`src/rtl/rtdwc_pkg.sv`:
```
// Package for the rotate-then-drive waypoint controller core.
// Holds the shared widths, codes, control and status structs and the CORDIC arctangent table.
// No dependencies.
`timescale 1ns / 1ps

package rtdwc_pkg;

    localparam int POS_W      = 32;
    localparam int QUAT_W     = 16;
    localparam int GAIN_W     = 15;
    localparam int ARRIVE_W   = 21;
    localparam int YTH_W      = 16;
    localparam int LIN_W      = 15;
    localparam int ANG_W      = 16;
    localparam int MODE_W     = 2;
    localparam int CFG_IDX_W  = 3;
    localparam int CFG_DATA_W = 21;
    localparam int YAW_W      = 17;
    localparam int ERR_W      = 18;
    localparam int Z_W        = 28;
    localparam int ACC_W      = 36;
    localparam int CX_W       = 40;
    localparam int MUL_W      = 34;
    localparam int PROD_W     = 48;
    localparam int DIST_W     = 32;
    localparam int RAD_W      = 64;
    localparam int CNT_W      = 5;

    localparam int ATAN_ENTRIES = 24;
    localparam int SQRT_STEPS   = 32;
    localparam int QMAC_STEPS   = 6;

    localparam int DEF_POSITION_WIDTH    = 32;
    localparam int DEF_CORDIC_ITERATIONS = 16;

    localparam logic signed [ERR_W-1:0] YAW_PI     = 18'sd51472;
    localparam logic signed [ERR_W-1:0] YAW_TWO_PI = 18'sd102944;
    localparam logic signed [Z_W-1:0]   HALF_PI_Q24 = 28'sd26353589;

    localparam logic CMD_ODOM = 1'b0;
    localparam logic CMD_GOAL = 1'b1;

    localparam logic [CFG_IDX_W-1:0] REG_LINEAR_GAIN     = 3'd0;
    localparam logic [CFG_IDX_W-1:0] REG_ANGULAR_GAIN    = 3'd1;
    localparam logic [CFG_IDX_W-1:0] REG_ARRIVE_DISTANCE = 3'd2;
    localparam logic [CFG_IDX_W-1:0] REG_YAW_THRESHOLD   = 3'd3;
    localparam logic [CFG_IDX_W-1:0] REG_MAX_LINEAR      = 3'd4;
    localparam logic [CFG_IDX_W-1:0] REG_MAX_ANGULAR     = 3'd5;

    typedef enum logic [MODE_W-1:0] {
        MODE_STOP   = 2'd0,
        MODE_ROTATE = 2'd1,
        MODE_DRIVE  = 2'd2
    } mode_t;

    typedef enum logic [3:0] {
        OP_NONE   = 4'd0,
        OP_LOAD   = 4'd1,
        OP_QMAC   = 4'd2,
        OP_CINIT  = 4'd3,
        OP_CSTEP  = 4'd4,
        OP_YAW    = 4'd5,
        OP_DINIT  = 4'd6,
        OP_SQ     = 4'd7,
        OP_SQRT   = 4'd8,
        OP_DECIDE = 4'd9,
        OP_MULT   = 4'd10,
        OP_OUT    = 4'd11
    } op_t;

    typedef struct packed {
        op_t              op;
        logic [CNT_W-1:0] idx;
    } ctrl_cmd_t;

    typedef struct packed {
        logic compute;
        logic out_busy;
    } dp_status_t;

    typedef struct packed {
        logic                     command;
        logic signed [POS_W-1:0]  pos_x;
        logic signed [POS_W-1:0]  pos_y;
        logic signed [QUAT_W-1:0] quat_x;
        logic signed [QUAT_W-1:0] quat_y;
        logic signed [QUAT_W-1:0] quat_z;
        logic signed [QUAT_W-1:0] quat_w;
    } pose_t;

    typedef struct packed {
        logic [LIN_W-1:0]        linear_velocity;
        logic signed [ANG_W-1:0] angular_velocity;
        logic                    goal_reached;
        logic [MODE_W-1:0]       motion_mode;
    } result_t;

    // atan(2^-i) in Q.24
    function automatic logic [23:0] atan_q24(input logic [CNT_W-1:0] i);
        logic [23:0] v;
        case (i)
            5'd0:  v = 24'd13176795;
            5'd1:  v = 24'd7778716;
            5'd2:  v = 24'd4110060;
            5'd3:  v = 24'd2086331;
            5'd4:  v = 24'd1047214;
            5'd5:  v = 24'd524117;
            5'd6:  v = 24'd262123;
            5'd7:  v = 24'd131069;
            5'd8:  v = 24'd65536;
            5'd9:  v = 24'd32768;
            5'd10: v = 24'd16384;
            5'd11: v = 24'd8192;
            5'd12: v = 24'd4096;
            5'd13: v = 24'd2048;
            5'd14: v = 24'd1024;
            5'd15: v = 24'd512;
            5'd16: v = 24'd256;
            5'd17: v = 24'd128;
            5'd18: v = 24'd64;
            5'd19: v = 24'd32;
            5'd20: v = 24'd16;
            5'd21: v = 24'd8;
            5'd22: v = 24'd4;
            5'd23: v = 24'd2;
            default: v = 24'd0;
        endcase
        return v;
    endfunction

endpackage

```
`src/rtl/rtdwc_ctrl.sv`:
```
// Controller: one-hot sequencer that walks the datapath through yaw, distance and control law.
// Depends on rtdwc_pkg.
`timescale 1ns / 1ps

module rtdwc_ctrl #(
    parameter int CORDIC_ITERATIONS = rtdwc_pkg::DEF_CORDIC_ITERATIONS
) (
    input  logic                  clk,
    input  logic                  rst_n,
    input  logic                  in_valid,
    output logic                  in_ready,
    input  rtdwc_pkg::dp_status_t status,
    output rtdwc_pkg::ctrl_cmd_t  cmd
);
    import rtdwc_pkg::*;

    localparam int CORDIC_STEPS = (CORDIC_ITERATIONS < ATAN_ENTRIES) ? CORDIC_ITERATIONS
                                                                      : ATAN_ENTRIES;
    localparam logic [CNT_W-1:0] CORDIC_LAST = CNT_W'(CORDIC_STEPS - 1);
    localparam logic [CNT_W-1:0] QMAC_LAST   = CNT_W'(QMAC_STEPS - 1);
    localparam logic [CNT_W-1:0] SQRT_LAST   = CNT_W'(SQRT_STEPS - 1);

    typedef enum logic [10:0] {
        ST_IDLE   = 11'b000_0000_0001,
        ST_QMAC   = 11'b000_0000_0010,
        ST_CINIT  = 11'b000_0000_0100,
        ST_CSTEP  = 11'b000_0000_1000,
        ST_YAW    = 11'b000_0001_0000,
        ST_DINIT  = 11'b000_0010_0000,
        ST_SQ     = 11'b000_0100_0000,
        ST_SQRT   = 11'b000_1000_0000,
        ST_DECIDE = 11'b001_0000_0000,
        ST_MULT   = 11'b010_0000_0000,
        ST_OUT    = 11'b100_0000_0000
    } state_t;

    state_t           state_reg, state_next;
    logic [CNT_W-1:0] cnt_reg, cnt_next;

    always_comb
    begin
        state_next = state_reg;
        cnt_next   = cnt_reg;
        cmd.op     = OP_NONE;
        cmd.idx    = cnt_reg;
        case (state_reg)
            ST_IDLE:
            begin
                if (in_valid)
                begin
                    cmd.op     = OP_LOAD;
                    state_next = ST_QMAC;
                    cnt_next   = '0;
                end
            end
            ST_QMAC:
            begin
                cmd.op = OP_QMAC;
                if (cnt_reg == QMAC_LAST)
                    state_next = ST_CINIT;
                else
                    cnt_next = cnt_reg + 1'b1;
            end
            ST_CINIT:
            begin
                cmd.op     = OP_CINIT;
                cnt_next   = '0;
                state_next = ST_CSTEP;
            end
            ST_CSTEP:
            begin
                cmd.op = OP_CSTEP;
                if (cnt_reg == CORDIC_LAST)
                    state_next = ST_YAW;
                else
                    cnt_next = cnt_reg + 1'b1;
            end
            ST_YAW:
            begin
                // flags still hold their values from before this word here
                cmd.op     = OP_YAW;
                state_next = status.compute ? ST_DINIT : ST_IDLE;
            end
            ST_DINIT:
            begin
                cmd.op     = OP_DINIT;
                cnt_next   = '0;
                state_next = ST_SQ;
            end
            ST_SQ:
            begin
                cmd.op = OP_SQ;
                if (cnt_reg[0])
                begin
                    cnt_next   = '0;
                    state_next = ST_SQRT;
                end
                else
                    cnt_next = cnt_reg + 1'b1;
            end
            ST_SQRT:
            begin
                cmd.op = OP_SQRT;
                if (cnt_reg == SQRT_LAST)
                    state_next = ST_DECIDE;
                else
                    cnt_next = cnt_reg + 1'b1;
            end
            ST_DECIDE:
            begin
                cmd.op     = OP_DECIDE;
                state_next = ST_MULT;
            end
            ST_MULT:
            begin
                cmd.op     = OP_MULT;
                state_next = ST_OUT;
            end
            ST_OUT:
            begin
                if (!status.out_busy)
                begin
                    cmd.op     = OP_OUT;
                    state_next = ST_IDLE;
                end
            end
            default:
            begin
                state_next = ST_IDLE;
                cnt_next   = '0;
            end
        endcase
    end

    always_ff @(posedge clk or negedge rst_n)
    begin
        if (!rst_n)
        begin
            state_reg <= ST_IDLE;
            cnt_reg   <= '0;
        end
        else
        begin
            state_reg <= state_next;
            cnt_reg   <= cnt_next;
        end
    end

    assign in_ready = (state_reg == ST_IDLE);

endmodule

```
`config.mk`:
```
export PLATFORM = sky130hd
export DESIGN_NAME = rtdwc_ctrl
export DESIGN_NICKNAME = d
export VERILOG_FILES = /design/src/rtl/rtdwc_pkg.sv /design/src/rtl/rtdwc_ctrl.sv
export SDC_FILE = /design/constraint.sdc
export NUM_CORES = 1
export LEC_CHECK = 0
export BUFFER_PORTS_ARGS = -buffer_cell sky130_fd_sc_hd__buf_2
export CAP_MARGIN = 0
export CORE_MARGIN = 2
export CORE_UTILIZATION = 25
export DETAILED_ROUTE_END_ITERATION = 8
export MAX_ROUTING_LAYER = met4
export PLACE_DENSITY = 0.54
export SLEW_MARGIN = 20
export SYNTH_ARGS = -nofsm -noshare
export SYNTH_HDL_FRONTEND = slang
export SYNTH_SLANG_ARGS = --single-unit
```
`constraint.sdc`:
```
create_clock -name clk -period 2.1 [get_ports clk]
set_input_delay 0.42 -clock clk [delete_from_list [all_inputs] [get_ports clk]]
set_output_delay 0.42 -clock clk [all_outputs]
set_load 0.01 [all_outputs]
```
# Word-level counts from Yosys, hierarchy flattened
# Cells that the tools add are included.
# totals
inputBits	5
reg_bits	16
output_inout_bits	10
# classes
mux	17
n_bitwise	1
n_eq_ne	23
n_addsub	1
n_reduce_logical	3
# ops
operator	n
$pmux 11 s11	1
$mux 11	6
$pmux 4 s11	1
$pmux 5 s6	1
$mux 5	5
$ne 2x2->1 const B	9
$eq 11x1->1 const B	1
$eq 11x10->1 const B	1
$eq 11x11->1 const B	1
$eq 11x2->1 const B	1
$eq 11x3->1 const B	1
$eq 11x4->1 const B	1
$eq 11x5->1 const B	1
$eq 11x6->1 const B	1
$eq 11x7->1 const B	1
$eq 11x8->1 const B	1
$eq 11x9->1 const B	1
$mux 6	1
$reduce_and 6->1	1
$add 5x1->5 const B	1
$eq 5x3->1 const B	1
$eq 5x4->1 const B	1
$eq 5x5->1 const B	1
$reduce_and 5->1	1
4 further kinds	4

# Longest topological paths before layout
# Gate-level depths: netlist of run 1.
# logic_depth
ltp_word	4
depth_mapped	8
ltp_nobuf	8

# Worst setup path before layout of run 1
# Ideal clock, no wire load.
# synth_path
path_type	reg-to-reg
startpoint	register cnt_reg[0]
endpoint	register cnt_reg[0]
setup_slack_ns	-0.146
path_stages_with_launch	9
n_path_buf	0
setup_time_ns	0.125
period_less_slack_ns	2.246
required_ns	1.975
arrival_ns	2.121
cell_sequence	dfrtp_1 ha_1 and3_1 ha_1 and3b_1 a21oi_1 o32ai_2 nor2_1 mux2_2
# synth_between
elab_chain_cells	3
word_cells_on_any_way	13
# synth_rtl
item	line_no	text
start: declaration	rtdwc_ctrl.sv:38	logic [CNT_W-1:0] cnt_reg, cnt_next;
start signal: assignment	rtdwc_ctrl.sv:145	cnt_reg <= cnt_next;
$add 5x1->5, or another cell as far along	--	
$mux 5, or another cell as far along	rtdwc_ctrl.sv:104	if (cnt_reg == SQRT_LAST)
$pmux 5 s6 or $reduce_and 5->1 (tied branches)	--	
# Parallel ways exist; a longest one is shown, timed or not. The select of a mux whose other input is x is not followed.
# A chain may end at the register's enable or synchronous reset.

==> results of run 1 <==
==> cell usage after synthesis, drive strengths merged, types with 4 or more instances <==
cell type | count | area [µm²]
nand2 | 18 | 70.1
dfrtp | 15 | 375
o21ai | 10 | 50.0
nor2 | 8 | 30.0
buf | 7 | 47.5
inv | 7 | 26.3
nor4 | 7 | 73.8
nand3 | 6 | 35.0
xor2 | 6 | 52.6
ha | 5 | 62.6
nor2b | 5 | 31.3
nor4b | 5 | 43.8
clkbuf | 4 | 15.0
mux2 | 4 | 45.0
nor3 | 4 | 31.3
==> worst min-delay path by stage <==
stage,from,to,slack (ns)
5_1_grt,rst_n,state_reg[7]$_DFFE_PN0P_,0.11
3_5_place_dp,rst_n,state_reg[5]$_DFFE_PN0P_,0.38
3_3_place_gp,rst_n,state_reg[5]$_DFFE_PN0P_,0.37
2_1_floorplan,rst_n,cnt_reg[0]$_DFFE_PN0P_,0.12
4_1_cts,rst_n,state_reg[4]$_DFFE_PN0P_,0.09
6_report,rst_n,state_reg[5]$_DFFE_PN0P_,0.08
==> repair_timing <==
item	in CTS	in global routing
setup endpoints to repair	8	12
buffers inserted	5	3
pin swaps	5	14
resized for setup	9	23
==> area by class of cell <==
type	count	area (µm²)	share of cell area [%]
clock buffer	4	55.1	2.77
inverter	7	26.3	1.32
multi-input combinational	117	1000	50.4
sequential	16	404	20.3
tap	70	87.6	4.41
timing repair buffer	57	413	20.8
==> power breakdown <==
part | internal [mW] | switching, mW | leakage, nW
Clock | 0.167 | 0.123 | 0.0288
Combinational | 0.418 | 0.425 | 0.694
Sequential | 0.350 | 0.0330 | 0.215
==> critical path, cell delays in order, from the launching register on <==
cell and delay [ns]:
dfrtp_2 0.45, nor4_4 0.26, buf_4 0.18, nand3_2 0.07, o211a_1 0.25, buf_6 0.13, nand3_2 0.05, buf_6 0.10
==> through the flow <==
stage	worst slack (ns)	utilization, %
CTS	-0.116	36.0
global route	-0.185	38.7
detailed placement	-0.0369	33.4
floorplan	0.00626	-
finish	-0.0775	38.7
global placement	-0.0207	33.4
==> cells by family (layout without fill, tap and decap cells) <==
kind of cell | Yosys count | in the layout | synth area share, %
simple gates | 68 | 68 | 32.2
flops | 16 | 16 | 30.0
compound gates | 34 | 34 | 19.3
buf+inv | 18 | 68 | 6.64
mux | 4 | 4 | 3.36
xor+xnor | 6 | 6 | 3.93
fa+ha+maj | 5 | 5 | 4.67
==> metal layers <==
metal,up-vias,GRT usage (%),wire length (µm)
met5,-,-,0
met2,18,19.9,1770
li1,664,-,-
met4,0,1.07,8
met3,2,3.29,119
met1,629,20.1,1940
==> results.sh, run 1 <==
export IMPL_post_route_period_util_pct=104
export IMPL_rows=26
export IMPL_syn_num_nets=161
export IMPL_vias=1313
export IMPL_cts_tree="yes"
export IMPL_violations="negative setup slack"
export IMPL_ff2ff_setup_slack_ns=0.06
export IMPL_area_growth_pct=48.4
export IMPL_cts_clk_slew_worst_paths_ns=0.08
export IMPL_num_fill_cells=543
export IMPL_crit_path_start="state_reg[5]$_DFFE_PN0P_"
export IMPL_post_route_worst_setup_slack_ns=-0.0775
export IMPL_drtAntennaViolNets=0
export IMPL_yosysWarnings=0
export IMPL_drive_above_1_share_pct=50.2
export IMPL_track_usage_pct=13.7
export IMPL_synth_cell_types=51
export IMPL_instances_no_fill=271
export IMPL_cap_violations=0
export IMPL_fin_hold_ws_ns=0.0817
export IMPL_hpwl_um=2890
export IMPL_synth_edff_count=0
export IMPL_power_leakage_nw=0.937
export IMPL_root_buffer="clkbuf_8"
export IMPL_initial_utilization_pct=26.0
export IMPL_min_path_type="in2async"
export IMPL_hold_violations=0
export IMPL_clockBufferDepth=2
export IMPL_slew_violations=0
export IMPL_design_area_um2=1990
export IMPL_die_y_um=77.2
export IMPL_rr_startpoint="cnt_reg[1]$_DFFE_PN0P_"
export IMPL_synth_area_um2=1340
export IMPL_drt_wl_total_um=3830
export IMPL_ir_worst_vdd_mv=0.357
export IMPL_min_period_ns=2.18
export IMPL_drcViolationCount=0
export IMPL_cts_sinks=16
export IMPL_worstSetupEndpoint="cmd[5]"
export IMPL_crit_arrival_ns=1.76
export IMPL_synthFlopType="dfrtp_1"
export IMPL_layout_common_cells="buf_4, nand2_1, dfrtp_1, buf_2, o21ai_0"
export IMPL_crit_fanout=5
export IMPL_syn_inst=151
export IMPL_status="finished with violations"
export IMPL_antenna_cells=0
export IMPL_cp_end_kind="output pin"
export IMPL_maxSlewHeadroom_pct=72.8
export IMPL_largest_reg_flops=11
export IMPL_gp_congestion=0.850
export IMPL_grt_pass1_vias=1214
export IMPL_p_total_mw=1.52
export IMPL_worstMarginPinSlew_ns=0.408
export IMPL_placed_area_um2=1720
export IMPL_start_kind="flip-flop"
export IMPL_skew_ns=0.00666
export IMPL_setup_viol=3
export IMPL_cts_hold_fix_buffers=0
export IMPL_core_area_um2=5140
export IMPL_fmax_ghz=0.459
export IMPL_wire_per_inst_um=14.1
export IMPL_nNetsFinal=212
export IMPL_worst_ep_required_time_ns=1.68
export IMPL_clock_latency_ns=0.26
export IMPL_tns_ns=-0.134
export IMPL_reg2reg_depth=8
export IMPL_die_area_um2=5960
export IMPL_criticalPathCategory="reg2out"
export IMPL_grt_max_degree=17
export IMPL_globalRouteOverflowTotal=0
export IMPL_h_tree_depth=1
export IMPL_regToRegEndpoint="cnt_reg[0]$_DFFE_PN0P_"
export IMPL_ys_seq_elements=16
export IMPL_dp_cells=259
export IMPL_cts_buffers=3
export IMPL_vias_per_cell=4.85
export IMPL_io_pins=15
export IMPL_antenna_found_initial=0
export IMPL_grt_pass1_wl_um=6330
export IMPL_rsz0062_at_grt="yes"
export IMPL_synthArstFlopShare_pct=100
export IMPL_drt_iter0_markers=79
export IMPL_io_buffers=14
export IMPL_layout_cells_most_common="buf_4"
export IMPL_ys_seq_area_share_pct=30.0
export IMPL_p_per_area_nw_per_um2=763
export IMPL_firstDrtPassIters=4
export IMPL_syn_area_per_cell_um2=8.87
export IMPL_die_x_um=77.2
Power figures use the tool's default switching activity.
==> run 2: changes to the inputs <==
- CORE_MARGIN: 2 -> not set
- REMOVE_ABC_BUFFERS: not set -> 1
==> results.sh, run 2 (synthesis results as in run 1) <==
export IMPL_skew_ns=0.00129
export IMPL_h_tree_depth=1
export IMPL_layout_cells_most_common="buf_4"
export IMPL_final_core_util_pct=38.0
export IMPL_root_buffer="clkbuf_8"
export IMPL_crit_fanout=6
export IMPL_setup_viol=3
export IMPL_vias=1352
export IMPL_worstMarginPinSlew_ns=0.400
export IMPL_gp_congestion=0.852
export IMPL_firstDrtPassIters=6
export IMPL_dp_cells=256
export IMPL_power_leakage_nw=0.911
export IMPL_area_growth_pct=46.1
export IMPL_drt_iter0_markers=99
export IMPL_crit_arrival_ns=1.77
export IMPL_drt_wl_total_um=4000
export IMPL_initial_utilization_pct=26.0
export IMPL_violations="negative setup slack"
export IMPL_fmax_ghz=0.456
export IMPL_globalRouteOverflowTotal=0
export IMPL_num_fill_cells=543
export IMPL_status="finished with violations"
export IMPL_die_x_um=75.2
export IMPL_die_area_um2=5650
export IMPL_hpwl_um=2820
export IMPL_antenna_cells=0
export IMPL_cp_end_kind="output pin"
export IMPL_grt_pass1_vias=1296
export IMPL_largest_reg_flops=11
export IMPL_hold_violations=0
export IMPL_clockBufferDepth=2
export IMPL_wire_per_inst_um=15.0
export IMPL_fin_hold_ws_ns=0.0802
export IMPL_grt_pass1_wl_um=6430
export IMPL_grt_max_degree=17
export IMPL_cts_clk_slew_worst_paths_ns=0.07
export IMPL_io_pins=15
export IMPL_drcViolationCount=0
export IMPL_antenna_found_initial=0
export IMPL_p_per_area_nw_per_um2=790
export IMPL_start_kind="flip-flop"
export IMPL_cts_tree="yes"
export IMPL_nNetsFinal=208
export IMPL_layout_common_cells="buf_4, nand2_1, dfrtp_1, buf_2, o21ai_0"
export IMPL_maxSlewHeadroom_pct=73.3
export IMPL_track_usage_pct=15.7
export IMPL_p_total_mw=1.54
export IMPL_rsz0062_at_grt="yes"
export IMPL_drive_above_1_share_pct=47.2
export IMPL_vias_per_cell=5.06
export IMPL_min_path_type="in2async"
export IMPL_design_area_um2=1960
export IMPL_ir_worst_vdd_mv=0.374
export IMPL_core_area_um2=5140
export IMPL_instances_no_fill=267
export IMPL_slew_violations=0
export IMPL_cap_violations=0
export IMPL_post_route_period_util_pct=105
export IMPL_drtAntennaViolNets=0
export IMPL_io_buffers=14
export IMPL_clock_latency_ns=0.25
export IMPL_cts_sinks=16
export IMPL_criticalPathCategory="reg2out"
export IMPL_cts_buffers=3
export IMPL_die_y_um=75.2
export IMPL_placed_area_um2=1690
export IMPL_rows=26
export IMPL_min_period_ns=2.19
export IMPL_post_route_worst_setup_slack_ns=-0.0946
export IMPL_worst_ep_required_time_ns=1.68
[run 2: final timing paths]
check | from | to | slack, ns | cells past startpoint
hold reg to reg | state_reg[8]$_DFFE_PN0P_ | state_reg[10]$_DFFE_PN0P_ | 0.64 | 2
setup reg to reg | cnt_reg[1]$_DFFE_PN0P_ | cnt_reg[2]$_DFFE_PN0P_ | 0.06 | 9
min in group clk | status[1] | state_reg[5]$_DFFE_PN0P_ | 0.43 | 2
setup / recovery | state_reg[4]$_DFFE_PN0P_ | cmd[6] | -0.09 | 6
max in group asynchronous | rst_n | state_reg[0]$_DFFE_PN1P_ | 1.70 | 1
hold / removal | rst_n | state_reg[5]$_DFFE_PN0P_ | 0.08 | 1
[run 2: metrics by stage]
stage          setup TNS, ns  setup slack, ns
6_report              -0.198          -0.0946
2_1_floorplan         -0.292           -0.146
3_5_place_dp          -0.239           -0.112
4_1_cts               -0.130          -0.0532
5_1_grt               -0.656           -0.189
3_3_place_gp         -0.0608          -0.0309
[run 2: final cells by class]
type	count	area (µm²)	area share (%)
multi-input combinational	117	997	51.0
clock buffer	4	55.1	2.82
timing repair buffer	53	385	19.7
inverter	7	26.3	1.34
sequential	16	404	20.7
tap	70	87.6	4.48
[run 2: layer usage]
metal  wire [µm]  vias up  share of wire [%]  track usage (%)
met5           0        -                  0                -
met4          23        0               0.58             3.09
met3         189        4                4.7             2.81
met2        1930       36                 48             24.8
met1        1860      660                 46             21.1
li1            -      652                  -                -
[run 2: critical path: stages, from the launching register on]
cell and delay, ns:
dfrtp_2 0.45, nor4_4 0.29, buf_6 0.17, nand4_1 0.14, o211a_1 0.20, o311ai_2 0.08, buf_2 0.18
[run 2: where the power goes]
part,total [mW],switching [mW],internal [mW]
clock,0.286,0.119,0.167
combinational,0.880,0.453,0.427
sequential,0.379,0.0308,0.348
total,1.54,0.603,0.942
[run 2: timing repair]
action | in CTS | in global routing
gates cloned | 0 | 0
setup endpoints to repair | 9 | 12
gates resized for setup | 15 | 17
pin swaps | 7 | 11
hold buffers | 0 | 0
setup buffers | 5 | 2
